### src/hw/rtl/mhp_pkg.sv
// Package for the MOT header parser: parse phases, result job record, constants.
// Used by the front end, queue, back end and top level; depends on nothing.
`default_nettype none

package mhp_pkg;

  localparam int unsigned QDepth = 4;
  localparam int unsigned QPtrW  = $clog2(QDepth);

  localparam logic [5:0]  NameParamId = 6'd12;
  localparam logic [14:0] NameSlotEnd = 15'd64;
  localparam logic [15:0] CoreBytes   = 16'd7;
  localparam logic [5:0]  LimitReset  = 6'd63;

  // parameter length indicator (top two bits of a parameter byte)
  localparam logic [1:0] PliNone  = 2'd0;
  localparam logic [1:0] PliOne   = 2'd1;
  localparam logic [1:0] PliFour  = 2'd2;
  localparam logic [1:0] PliVar   = 2'd3;

  typedef enum logic [2:0] {
    PhParam   = 3'd0,
    PhLen1    = 3'd1,
    PhLen2    = 3'd2,
    PhCharset = 3'd3,
    PhName    = 3'd4,
    PhSkip    = 3'd5
  } phase_e;

  // everything one header byte hands to the output side
  typedef struct packed {
    logic        has_name;
    logic        has_sum;
    logic [7:0]  name_char;
    logic [3:0]  char_set;
    logic [27:0] body_size;
    logic [12:0] header_size;
    logic [5:0]  content_type;
    logic [8:0]  content_subtype;
  } job_t;

endpackage

`default_nettype wire

### src/hw/rtl/mhp_front.sv
// Front end of the MOT header parser: gathers core fields, walks extension
// parameters and turns each accepted byte into at most one job. Uses mhp_pkg.
`default_nettype none

module mhp_front import mhp_pkg::*; (
  input  wire logic       clk_i,
  input  wire logic       rst_ni,
  input  wire logic       limit_we_i,
  input  wire logic [5:0] limit_i,
  input  wire logic       accept_i,
  input  wire logic [7:0] header_byte_i,
  input  wire logic       segment_end_i,
  output logic            job_valid_o,
  output job_t            job_o
);

  logic [5:0]  limit_q;
  logic [15:0] pos_q, pos_d;
  phase_e      phase_q, phase_d;
  logic [14:0] skip_q, skip_d;
  logic [14:0] plen_q, plen_d;
  logic        is_name_q, is_name_d;
  logic [14:0] nidx_q, nidx_d;
  logic [3:0]  cset_q, cset_d;
  logic [27:0] body_q, body_d;
  logic [12:0] hsize_q, hsize_d;
  logic [5:0]  ctype_q, ctype_d;
  logic [8:0]  csub_q, csub_d;
  logic        stop_q, stop_d;

  always_ff @(posedge clk_i or negedge rst_ni) begin
    if (!rst_ni) begin
      limit_q   <= LimitReset;
      pos_q     <= '0;
      phase_q   <= PhParam;
      skip_q    <= '0;
      plen_q    <= '0;
      is_name_q <= 1'b0;
      nidx_q    <= '0;
      cset_q    <= '0;
      body_q    <= '0;
      hsize_q   <= '0;
      ctype_q   <= '0;
      csub_q    <= '0;
      stop_q    <= 1'b0;
    end else begin
      if (limit_we_i) begin
        limit_q <= limit_i;
      end
      pos_q     <= pos_d;
      phase_q   <= phase_d;
      skip_q    <= skip_d;
      plen_q    <= plen_d;
      is_name_q <= is_name_d;
      nidx_q    <= nidx_d;
      cset_q    <= cset_d;
      body_q    <= body_d;
      hsize_q   <= hsize_d;
      ctype_q   <= ctype_d;
      csub_q    <= csub_d;
      stop_q    <= stop_d;
    end
  end

  always_comb begin
    logic [14:0] len_new;
    logic [14:0] nidx_inc;
    logic [14:0] skip_dec;
    logic        data_start;
    logic        emit;

    pos_d     = pos_q;
    phase_d   = phase_q;
    skip_d    = skip_q;
    plen_d    = plen_q;
    is_name_d = is_name_q;
    nidx_d    = nidx_q;
    cset_d    = cset_q;
    body_d    = body_q;
    hsize_d   = hsize_q;
    ctype_d   = ctype_q;
    csub_d    = csub_q;
    stop_d    = stop_q;
    len_new    = '0;
    nidx_inc   = nidx_q + 15'd1;
    skip_dec   = (skip_q != '0) ? skip_q - 15'd1 : skip_q;
    data_start = 1'b0;
    emit       = 1'b0;
    job_valid_o = 1'b0;
    job_o       = '0;

    if (accept_i) begin
      case (pos_q)
        16'd0: body_d = {header_byte_i, 20'd0};
        16'd1: body_d = body_q | {8'd0, header_byte_i, 12'd0};
        16'd2: body_d = body_q | {16'd0, header_byte_i, 4'd0};
        16'd3: begin
          body_d  = body_q | {24'd0, header_byte_i[7:4]};
          hsize_d = {header_byte_i[3:0], 9'd0};
        end
        16'd4: hsize_d = hsize_q | {4'd0, header_byte_i, 1'b0};
        16'd5: begin
          hsize_d = hsize_q | {12'd0, header_byte_i[7]};
          ctype_d = header_byte_i[6:1];
          csub_d  = {header_byte_i[0], 8'd0};
        end
        16'd6: csub_d = csub_q | {1'b0, header_byte_i};
        default: begin
          if (!stop_q) begin
            if (pos_q >= {3'd0, hsize_q}) begin
              stop_d = 1'b1;
            end else begin
              unique case (phase_q)
                PhParam: begin
                  case (header_byte_i[7:6])
                    PliOne: begin
                      skip_d  = 15'd1;
                      phase_d = PhSkip;
                    end
                    PliFour: begin
                      skip_d  = 15'd4;
                      phase_d = PhSkip;
                    end
                    PliVar: begin
                      is_name_d = (header_byte_i[5:0] == NameParamId);
                      phase_d   = PhLen1;
                    end
                    default: ;
                  endcase
                end
                PhLen1: begin
                  len_new = {8'd0, header_byte_i[6:0]};
                  plen_d  = len_new;
                  if (header_byte_i[7]) begin
                    phase_d = PhLen2;
                  end else begin
                    data_start = 1'b1;
                  end
                end
                PhLen2: begin
                  len_new    = {plen_q[6:0], header_byte_i};
                  plen_d     = len_new;
                  data_start = 1'b1;
                end
                PhCharset: begin
                  cset_d  = header_byte_i[7:4];
                  nidx_d  = 15'd1;
                  phase_d = (plen_q <= 15'd1) ? PhParam : PhName;
                end
                PhName: begin
                  emit   = (nidx_q < NameSlotEnd) && (nidx_q <= {9'd0, limit_q});
                  nidx_d = nidx_inc;
                  if (nidx_inc >= plen_q) begin
                    phase_d = PhParam;
                  end
                end
                PhSkip: begin
                  skip_d = skip_dec;
                  if (skip_dec == '0) begin
                    phase_d = PhParam;
                  end
                end
                default: phase_d = PhParam;
              endcase

              // parameter data follows the length field
              if (data_start) begin
                if (len_new == '0) begin
                  phase_d = PhParam;
                end else if (is_name_q) begin
                  phase_d = PhCharset;
                end else begin
                  skip_d  = len_new;
                  phase_d = PhSkip;
                end
              end
            end
          end
        end
      endcase

      if (pos_q != '1) begin
        pos_d = pos_q + 16'd1;
      end

      job_valid_o           = emit || segment_end_i;
      job_o.has_name        = emit;
      job_o.has_sum         = segment_end_i;
      job_o.name_char       = header_byte_i;
      job_o.char_set        = cset_d;
      job_o.body_size       = body_d;
      job_o.header_size     = hsize_d;
      job_o.content_type    = ctype_d;
      job_o.content_subtype = csub_d;

      if (segment_end_i) begin
        pos_d     = '0;
        phase_d   = PhParam;
        skip_d    = '0;
        plen_d    = '0;
        is_name_d = 1'b0;
        nidx_d    = '0;
        cset_d    = '0;
        body_d    = '0;
        hsize_d   = '0;
        ctype_d   = '0;
        csub_d    = '0;
        stop_d    = 1'b0;
      end
    end
  end

endmodule

`default_nettype wire

### src/hw/rtl/mhp_queue.sv
// Short job queue between the parser front end and the result back end.
// Flip-flop storage, QDepth entries from mhp_pkg.
`default_nettype none

module mhp_queue import mhp_pkg::*; (
  input  wire logic clk_i,
  input  wire logic rst_ni,
  input  wire logic wr_i,
  input  job_t      wr_data_i,
  output logic      full_o,
  input  wire logic rd_i,
  output job_t      rd_data_o,
  output logic      empty_o
);

  job_t               mem_q [QDepth];
  logic [QPtrW-1:0]   wr_ptr_q, rd_ptr_q;
  logic [QPtrW:0]     count_q;

  assign full_o    = (count_q == (QPtrW+1)'(QDepth));
  assign empty_o   = (count_q == '0);
  assign rd_data_o = mem_q[rd_ptr_q];

  always_ff @(posedge clk_i) begin
    if (wr_i) begin
      mem_q[wr_ptr_q] <= wr_data_i;
    end
  end

  always_ff @(posedge clk_i or negedge rst_ni) begin
    if (!rst_ni) begin
      wr_ptr_q <= '0;
      rd_ptr_q <= '0;
      count_q  <= '0;
    end else begin
      if (wr_i) begin
        wr_ptr_q <= wr_ptr_q + QPtrW'(1);
      end
      if (rd_i) begin
        rd_ptr_q <= rd_ptr_q + QPtrW'(1);
      end
      case ({wr_i, rd_i})
        2'b10:   count_q <= count_q + (QPtrW+1)'(1);
        2'b01:   count_q <= count_q - (QPtrW+1)'(1);
        default: count_q <= count_q;
      endcase
    end
  end

endmodule

`default_nettype wire

### src/hw/rtl/mhp_back.sv
// Back end of the MOT header parser: takes jobs from the queue and shows them
// as one or two result items in an output register. Uses mhp_pkg.
`default_nettype none

module mhp_back import mhp_pkg::*; (
  input  wire logic   clk_i,
  input  wire logic   rst_ni,
  input  wire logic   q_empty_i,
  input  job_t        q_data_i,
  output logic        q_rd_o,
  input  wire logic   pop,
  output logic        empty,
  output logic        result_kind_o,
  output logic [7:0]  name_char_o,
  output logic [3:0]  char_set_o,
  output logic [27:0] body_size_o,
  output logic [12:0] header_size_o,
  output logic [5:0]  content_type_o,
  output logic [8:0]  content_subtype_o,
  output logic        last_of_run_o
);

  logic valid_q, valid_d;
  job_t job_q, job_d;
  logic take;

  always_comb begin
    valid_d = valid_q;
    job_d   = job_q;
    take    = 1'b0;
    if (valid_q && pop && job_q.has_name && job_q.has_sum) begin
      // name item gone, summary of the same byte follows
      job_d.has_name = 1'b0;
    end else if (!valid_q || pop) begin
      take    = !q_empty_i;
      valid_d = !q_empty_i;
      job_d   = q_data_i;
    end
  end

  assign q_rd_o = take;

  always_ff @(posedge clk_i or negedge rst_ni) begin
    if (!rst_ni) begin
      valid_q <= 1'b0;
    end else begin
      valid_q <= valid_d;
    end
  end

  always_ff @(posedge clk_i) begin
    job_q <= job_d;
  end

  assign empty             = !valid_q;
  assign result_kind_o     = !job_q.has_name;
  assign name_char_o       = job_q.has_name ? job_q.name_char : 8'd0;
  assign char_set_o        = job_q.char_set;
  assign body_size_o       = job_q.body_size;
  assign header_size_o     = job_q.header_size;
  assign content_type_o    = job_q.content_type;
  assign content_subtype_o = job_q.content_subtype;
  assign last_of_run_o     = !(job_q.has_name && job_q.has_sum);

endmodule

`default_nettype wire

### src/hw/rtl/mot_header_parser.sv
// MOT header parser: how to use the block.
// Input queue side: drive header_byte_i / segment_end_i and raise push; a byte
// is taken on a clock edge with push high and full low. Bytes 0..6 give the
// header core; later bytes below the header size are walked as extension
// parameters. Content name bytes come out as kind 0 items (up to
// name_char_limit per name); the byte flagged segment_end_i also yields a
// kind 1 summary item, after any name item of the same byte.
// Output queue side: while empty is low the oldest item is on the result
// ports; it is taken on a clock edge with pop high.
// Throughput: one byte per cycle while full is low. A byte that makes two
// items holds the output register for both in turn. An item passes from the
// edge that takes its byte through the queue write, then the output register.
// Between front and back sits a 4-entry job queue; when the receiver stalls,
// jobs pile up there and full rises once it holds four.
// name_char_limit_i is written on any edge with name_char_limit_we_i high.
// Reset (rst_ni low, asynchronous) clears the parse state and queue, and sets
// the name limit to 63.
`default_nettype none

module mot_header_parser import mhp_pkg::*; (
  input  wire logic        clk_i,
  input  wire logic        rst_ni,
  input  wire logic        name_char_limit_we_i,
  input  wire logic [5:0]  name_char_limit_i,
  input  wire logic        push,
  output logic             full,
  input  wire logic [7:0]  header_byte_i,
  input  wire logic        segment_end_i,
  input  wire logic        pop,
  output logic             empty,
  output logic             result_kind_o,
  output logic [7:0]       name_char_o,
  output logic [3:0]       char_set_o,
  output logic [27:0]      body_size_o,
  output logic [12:0]      header_size_o,
  output logic [5:0]       content_type_o,
  output logic [8:0]       content_subtype_o,
  output logic             last_of_run_o
);

  logic accept;
  logic job_valid;
  job_t job;
  logic q_full, q_empty, q_rd;
  job_t q_data;

  assign full   = q_full;
  assign accept = push && !q_full;

  mhp_front u_front (
    .clk_i         (clk_i),
    .rst_ni        (rst_ni),
    .limit_we_i    (name_char_limit_we_i),
    .limit_i       (name_char_limit_i),
    .accept_i      (accept),
    .header_byte_i (header_byte_i),
    .segment_end_i (segment_end_i),
    .job_valid_o   (job_valid),
    .job_o         (job)
  );

  mhp_queue u_queue (
    .clk_i     (clk_i),
    .rst_ni    (rst_ni),
    .wr_i      (job_valid),
    .wr_data_i (job),
    .full_o    (q_full),
    .rd_i      (q_rd),
    .rd_data_o (q_data),
    .empty_o   (q_empty)
  );

  mhp_back u_back (
    .clk_i             (clk_i),
    .rst_ni            (rst_ni),
    .q_empty_i         (q_empty),
    .q_data_i          (q_data),
    .q_rd_o            (q_rd),
    .pop               (pop),
    .empty             (empty),
    .result_kind_o     (result_kind_o),
    .name_char_o       (name_char_o),
    .char_set_o        (char_set_o),
    .body_size_o       (body_size_o),
    .header_size_o     (header_size_o),
    .content_type_o    (content_type_o),
    .content_subtype_o (content_subtype_o),
    .last_of_run_o     (last_of_run_o)
  );

endmodule

`default_nettype wire

### config.mk
export PLATFORM = sky130hd
export DESIGN_NAME = mot_header_parser
export DESIGN_NICKNAME = d
export VERILOG_FILES = /design/src/hw/rtl/mhp_pkg.sv /design/src/hw/rtl/mhp_front.sv /design/src/hw/rtl/mhp_queue.sv /design/src/hw/rtl/mhp_back.sv /design/src/hw/rtl/mot_header_parser.sv
export SDC_FILE = /design/constraint.sdc
export NUM_CORES = 1
export LEC_CHECK = 0
export ABC_CLOCK_PERIOD_IN_PS = 7900
export BUFFER_PORTS_ARGS = -buffer_cell sky130_fd_sc_hd__buf_2
export CAP_MARGIN = 20
export CORE_MARGIN = 8
export CORE_UTILIZATION = 50
export DETAILED_ROUTE_END_ITERATION = 16
export GPL_TIMING_DRIVEN = 0
export PLACE_DENSITY = 0.67
export SKIP_CTS_REPAIR_TIMING = 1
export SLEW_MARGIN = 20
export SYNTH_ARGS = -nofsm -noshare
export SYNTH_HDL_FRONTEND = slang
export SYNTH_HIERARCHICAL = 1
export SYNTH_SLANG_ARGS = --single-unit
### constraint.sdc
create_clock -name clk_i -period 7.9 [get_ports clk_i]
set_clock_uncertainty 0.05 [all_clocks]
set_input_delay 0.79 -clock clk_i [delete_from_list [all_inputs] [get_ports clk_i]]
set_output_delay 0.79 -clock clk_i [all_outputs]
set_load 0.02 [all_outputs]
==> results of run 1 <==
[synth_stat cells, drive strengths merged (15+ instances only)]
cell type / instances / share of area
a211oi: 15 / 0.0052
a21oi: 57 / 0.013
a22o: 58 / 0.023
and2: 26 / 0.0075
and3: 15 / 0.0043
buf: 86 / 0.032
clkbuf: 54 / 0.0093
dfrtp: 134 / 0.15
edfxtp: 349 / 0.48
ha: 48 / 0.028
inv: 80 / 0.014
mux2i: 17 / 0.0078
mux4: 70 / 0.073
nand2: 76 / 0.013
nand3: 33 / 0.0076
nor2: 90 / 0.016
nor3: 28 / 0.0074
o21ai: 73 / 0.017
o22ai: 18 / 0.0052
xnor2: 19 / 0.0076
[logic make-up (layout without fill, tap and decap cells)]
logic type	after synthesis	count (layout)	share of synthesized area
adders and majority gates	49	49	0.0285
and+or+nand+nor	342	342	0.0794
muxes	92	92	0.0831
xor gates and xnor gates	30	30	0.0121
AOI/OAI and AO/OA	313	313	0.0983
DFF	490	490	0.643
buffers and inverters	221	412	0.0553
[critical path, stage by stage, from the launching register on]
cell and delay (ns):
dfrtp_1 0.45, ha_1 0.34, a21oi_1 0.15, o22ai_1 0.09, nor4b_1 0.43, o211ai_1 0.32, nor2_1 0.23, nand4_1 0.14
o21ai_0 0.66, and2_4 0.72, buf_12 0.29
[metal layers]
| layer | GRT usage | vias to the layer above | routed length, um |
|---|---|---|---|
| met5 | 0 | - | 0 |
| met4 | 0.0604 | 0 | 1240 |
| met3 | 0.0340 | 83 | 2910 |
| met2 | 0.317 | 400 | 23900 |
| met1 | 0.251 | 6723 | 20600 |
| li1 | - | 6099 | - |
[worst max-delay path by stage]
stage	from	to	slack (ns)	cells after the start
final	u_front/pos_q[11]	u_queue/mem_q[2][19]	3.64	10
after global routing	u_front/pos_q[11]	u_queue/mem_q[2][17]	3.25	10
after CTS	u_front/pos_q[7]	u_queue/mem_q[2][18]	3.59	10
after detailed placement	u_front/pos_q[7]	u_queue/mem_q[2][3]	3.61	10
after global placement	u_front/pos_q[11]	u_queue/mem_q[1][3]	1.65	9
after floorplan	u_front/pos_q[7]	u_queue/mem_q[0][0]	3.47	9
[area by class of cell]
type | count | area (sq um)
Tap cell | 585 | 732
Timing Repair Buffer | 97 | 616
Inverter | 81 | 304
Multi-Input combinational cell | 826 | 6590
Clock inverter | 23 | 290
Sequential cell | 490 | 14000
Clock buffer | 71 | 1430
Buffer | 140 | 901
Fill cell | 3439 | 18200
[through the flow]
stage	instances	total power [W]	setup slack (ns)	utilization
6_report	2313	0.00933	3.64	0.577
5_1_grt	2313	0.00980	3.25	0.577
4_1_cts	2313	0.00942	3.59	0.577
3_5_place_dp	2219	0.00696	3.61	0.537
3_3_place_gp	2213	0.00686	1.65	0.533
2_1_floorplan	1537	0.00601	3.47	-
[flip-flops by register name, indices dropped and copies added, names as in the netlist, 4 cells and up]
name                      cells
u_front/pos_q                16
u_front/ctype_q               6
u_front/limit_q               6
u_back/body_size_o           28
u_back/header_size_o         13
u_back/content_subtype_o      9
u_front/plen_q               15
u_front/nidx_q               15
u_front/cset_q                4
u_back/content_type_o         6
u_front/csub_q                9
u_front/body_q               28
u_back/char_set_o             4
u_front/skip_q               15
u_queue/mem_q               280
u_front/hsize_q              13
u_back/job_q                 10
[power breakdown]
group          internal, W  switching, W  leakage (nW)
clock              0.00147      0.000976         0.837
combinational      0.00130       0.00186          3.40
sequential         0.00348      0.000238          5.16
total              0.00625       0.00308          9.40
==> impl_metrics.csv, run 1 <==
group,metric,value,unit
yosys,synth_async_sr_flop_share,0.286,
yosys,synth_warnings,6,
place,dpl_cell_area,23200,sq um
route,drtIter0Drc,1003,
setup_path,rr_startpoint,"u_front/pos_q[11]",
yosys,yosysUniqueCellTypes,76,
setup_path,start_kind,"register",
floorplan,initial_utilization,0.506,
timing,worstMarginPinSlew,1.12,ns
floorplan,core_region_area,43100,sq um
clocking,clock_latency,0.58,ns
cells_and_area,areaGrowthSynthToFinish,14.2,%
yosys,syn-num-nets,1606,
floorplan,num_rows,76,
floorplan,die_x,225,um
place,gp_congestion,0.894,
outcome,status,"finished, final reports clean",
timing,hold_slack,0.0545,ns
cells_and_area,final_cell_area,24900,sq um
clocking,cts_tree,"done",
floorplan,num_io_pins,92,
power_and_ir_drop,powerDensity,375,nW/um^2
setup_path,r2r-end,"u_queue/mem_q[2][19]",
yosys,synth_flop_cell,"edfxtp_1",
yosys,synth_edf_count,349,
setup_path,reg2reg_depth,10,
setup_path,endpoint_kind,"register",
timing,finalMaxSlewViolations,0,
run,maxCapViolations,0,
global_route,overflow,0,
setup_path,cp.required,8.11,ns
place,dpl.hpwl,32400,um
timing,setup_violations,0,
clocking,cts_max_level,2,
clocking,numClockSinks,490,
yosys,yosysSeqAreaShare,0.643,
setup_path,critical_path.max_fanout,42,
route,wirelength,48600,um
floorplan,die-area,50500,sq um
floorplan,die_y,225,um
yosys,ys_seq_elements,490,
setup_path,cp.arrival,4.47,ns
timing,rsz0062_at_grt,"false",
timing,fin_crit,4.26,ns
route,dr.pass1.iters,5,
place,io_buffer_count,91,
global_route,grt.total_usage,0.190,
timing,fin_tns_setup,0,ns
route,dr_total_vias,13300,
setup_path,path_class,"register to register",
cells_and_area,antennaDiodeCount,0,
cells_and_area,drive_gt1_frac,0.210,
global_route,grt_pass1_vias,13200,
yosys,syn_avg_cell_area,14.2,sq um
timing,hold_violations,0,
cells_and_area,final_common_cell,"edfxtp_1",
route,ant_nets,0,
cells_and_area,final_cell_mix,"edfxtp_1, dfrtp_1, buf_2",
route,drcViolationCount,0,
clocking,cts.clk_slew.worst_paths,0.07,ns
yosys,synthCells,1537,
setup_path,reg2reg_slack,3.64,ns
route,viasPerCell,5.75,
power_and_ir_drop,power.leakage,9.40,nW
global_route,grt_antenna_before_repair,1,
timing,relSlewSlack,0.249,
route,wire_per_inst,21.0,um
cells_and_area,nNetsFinal,1755,
global_route,grt_max_degree,91,
yosys,synth_area,21800,sq um
timing,timing.final.crit_share,0.539,
clocking,clock-root-buffer,"clkbuf_16",
power_and_ir_drop,ir_worst_vdd,0.193,mV
clocking,clk_path_buf_depth,3,
worst_hold_path,min_path_type,"input pin to asynchronous set/reset pin",
global_route,grt_first_pass_wirelength,75100,um
clocking,numCtsBuffers,50,
timing,clock.fmax,235,MHz
Power figures use the tool's default switching activity.
==> run 2, diff against run 1 <==
- ABC_CLOCK_PERIOD_IN_PS: 7900 -> 4300
- clock period: 7.9 -> 4.3 ns (I/O delays scaled with it)
==> run 2 against run 1 <==
- the run now ends with negative hold slack left
- sequential share of layout area increased by 0.065 points
- final cell count about the same
- global-route usage increased by 0.20 points
- via count about the same
- count of clock-buffer cells in the layout decreased by 12
- flip-flop and latch count unchanged
- largest power group unchanged
- critical path depth increased by 2
- utilization decreased by 0.067 points
- clock power increased by 78%
==> impl_metrics.csv, run 2 (synthesis results as in run 1) <==
group,metric,value,unit
outcome,status,"complete, but fails checks",
outcome,violations,"negative hold slack",
cells_and_area,areaGrowthSynthToFinish,14.1,%
run,maxCapViolations,0,
setup_path,cp.required,4.72,ns
timing,worstMarginPinSlew,1.05,ns
clocking,numClockSinks,490,
power_and_ir_drop,clock_power_share,0.256,
route,wirelength,48500,um
timing,hold_slack,-0.00147,ns
cells_and_area,final_cell_mix,"edfxtp_1, dfrtp_1, buf_2",
timing,rsz0062_at_grt,"false",
power_and_ir_drop,seqPwrFrac,0.402,
setup_path,endpoint_kind,"register",
setup_path,crit_chain,"ha_1, nand3_1, nor3_1, and3_1, and3_1, nand3_1, xnor2_1, ha_1, nand4_1, o311a_1, nor3_4, mux2_1",
cells_and_area,n_fill_cell,3421,
clocking,cts_tree,"done",
clocking,clock_latency,0.59,ns
clocking,clock-root-buffer,"clkbuf_16",
worst_hold_path,min_path_type,"input pin to register",
cells_and_area,fin_util,0.577,
power_and_ir_drop,p_comb_frac,0.342,
floorplan,initial_utilization,0.506,
setup_path,path_class,"register to register",
timing,timing.final.crit_share,0.919,
timing,relSlewSlack,0.293,
place,io_buffer_count,91,
clocking,clk_path_buf_depth,3,
setup_path,slowest_delay,0.52,ns
cells_and_area,drive_gt1_frac,0.215,
cells_and_area,largest_reg_flops,280,
route,dr_total_vias,13300,
timing,finalMaxSlewViolations,0,
global_route,grt_max_degree,89,
timing,hold_violations,1,
power_and_ir_drop,ir_worst_vdd,0.422,mV
setup_path,cp.arrival,4.37,ns
floorplan,num_rows,76,
clocking,cts_max_level,2,
timing,fin_crit,3.95,ns
global_route,grt_pass1_vias,13400,
cells_and_area,nNetsFinal,1757,
route,ant_nets,0,
setup_path,critical_path.max_fanout,7,
floorplan,die-area,50500,sq um
route,viasPerCell,5.75,
floorplan,die_x,225,um
clocking,cts.clk_slew.worst_paths,0.07,ns
route,wire_per_inst,20.9,um
global_route,grt_antenna_before_repair,1,
global_route,overflow,0,
power_and_ir_drop,totalPowerFinal,0.0170,W
global_route,grt.total_usage,0.192,
floorplan,num_io_pins,92,
timing,setup_violations,0,
cells_and_area,antennaDiodeCount,0,
timing,clock.fmax,253,MHz
clocking,numCtsBuffers,50,
power_and_ir_drop,power.leakage,9.38,nW
cells_and_area,regMostFlops,"u_queue/mem_q",
place,dpl.hpwl,32700,um
setup_path,critPathSlowestCell,"nor3_1",
global_route,grt_first_pass_wirelength,75900,um
cells_and_area,final_common_cell,"edfxtp_1",
power_and_ir_drop,powerDensity,684,nW/um^2
route,drtIter0Drc,1170,
power_and_ir_drop,p_sw_frac,0.336,
place,gp_congestion,0.889,
route,drcViolationCount,0,
floorplan,core_region_area,43100,sq um
setup_path,start_kind,"register",
route,dr.pass1.iters,5,
power_and_ir_drop,p_switching,0.00571,W
power_and_ir_drop,p_int,0.0113,W
floorplan,die_y,225,um
## run 2: cell count changes in the layout (fill, tap and decap cells not counted), sizes merged
cell / previous run / this run
clkinvlp: 2 / 6
clkbuf: 125 / 113
dlygate4sd3: 0 / 2
inv: 83 / 82
bufinv: 6 / 4
clkinv: 13 / 24
## run 2: through the flow
stage / instance area (sq um) / setup WS [ns] / hold slack, ns / setup TNS [ns] / cells
2_1_floorplan: 21800 / 0.610 / 0.0844 / 0 / 1537
3_3_place_gp: 23000 / -0.634 / 0.410 / -166.12 / 2213
3_5_place_dp: 23200 / 0.0580 / 0.329 / 0 / 2219
4_1_cts: 24800 / 0.0398 / -0.291 / 0 / 2313
5_1_grt: 24800 / 0.0598 / 0.00342 / 0 / 2315
6_report: 24800 / 0.347 / -0.00147 / 0 / 2315
## run 2: critical path: cells and delay by family (launching register included)
family | cells | cell delay [ns]
AND/OR/NAND/NOR | 7 | 1.75
adder cells (fa/ha/maj) | 2 | 0.59
multiplexers | 1 | 0.34
XOR/XNOR | 1 | 0.16
AO/OA/AOI/OAI | 1 | 0.44
flip-flops | 1 | 0.50
## run 2: final cells by class
class,instances,area [sq um],area share
Buffer,140,901,0.0363
Clock buffer,59,1360,0.0546
Clock inverter,35,315,0.0127
Inverter,81,304,0.0122
Multi-Input combinational cell,826,6590,0.265
Sequential cell,490,14000,0.564
Tap cell,585,732,0.0295
Timing Repair Buffer,99,636,0.0256
## run 2: power by group through the flow
stage          clock [W]  sequential [W]  combinational [W]
6_report         0.00435         0.00684            0.00582
5_1_grt          0.00462         0.00693            0.00632
4_1_cts          0.00444         0.00684            0.00586
3_5_place_dp           0         0.00693            0.00584
3_3_place_gp           0         0.00692            0.00566
2_1_floorplan          0         0.00678            0.00425
## run 2: final timing paths
path | start | end | slack [ns] | cells after the start
worst max-delay path | u_front/nidx_q[0] | u_front/phase_q[1] | 0.35 | 12
worst min-delay path | name_char_limit_i[3] | u_front/limit_q[3] | -0.001 | 3
worst max register to register | u_front/nidx_q[0] | u_front/phase_q[1] | 0.35 | 12
worst min register to register | u_back/valid_q | u_back/job_q[69] | 0.42 | 1
max in group asynchronous | rst_ni | u_front/hsize_q[6] | 3.12 | 3
min in group asynchronous | rst_ni | u_front/skip_q[8] | 0.30 | 2
## run 2: metal layers
layer | up-vias | track usage | routed length (um) | share of wire
met3 | 103 | 0.0322 | 2880 | 0.059
li1 | 6098 | - | - | -
met2 | 425 | 0.324 | 24000 | 0.50
met1 | 6675 | 0.247 | 20200 | 0.42
met4 | 2 | 0.0726 | 1410 | 0.029
met5 | - | 0 | 13 | 0.00027
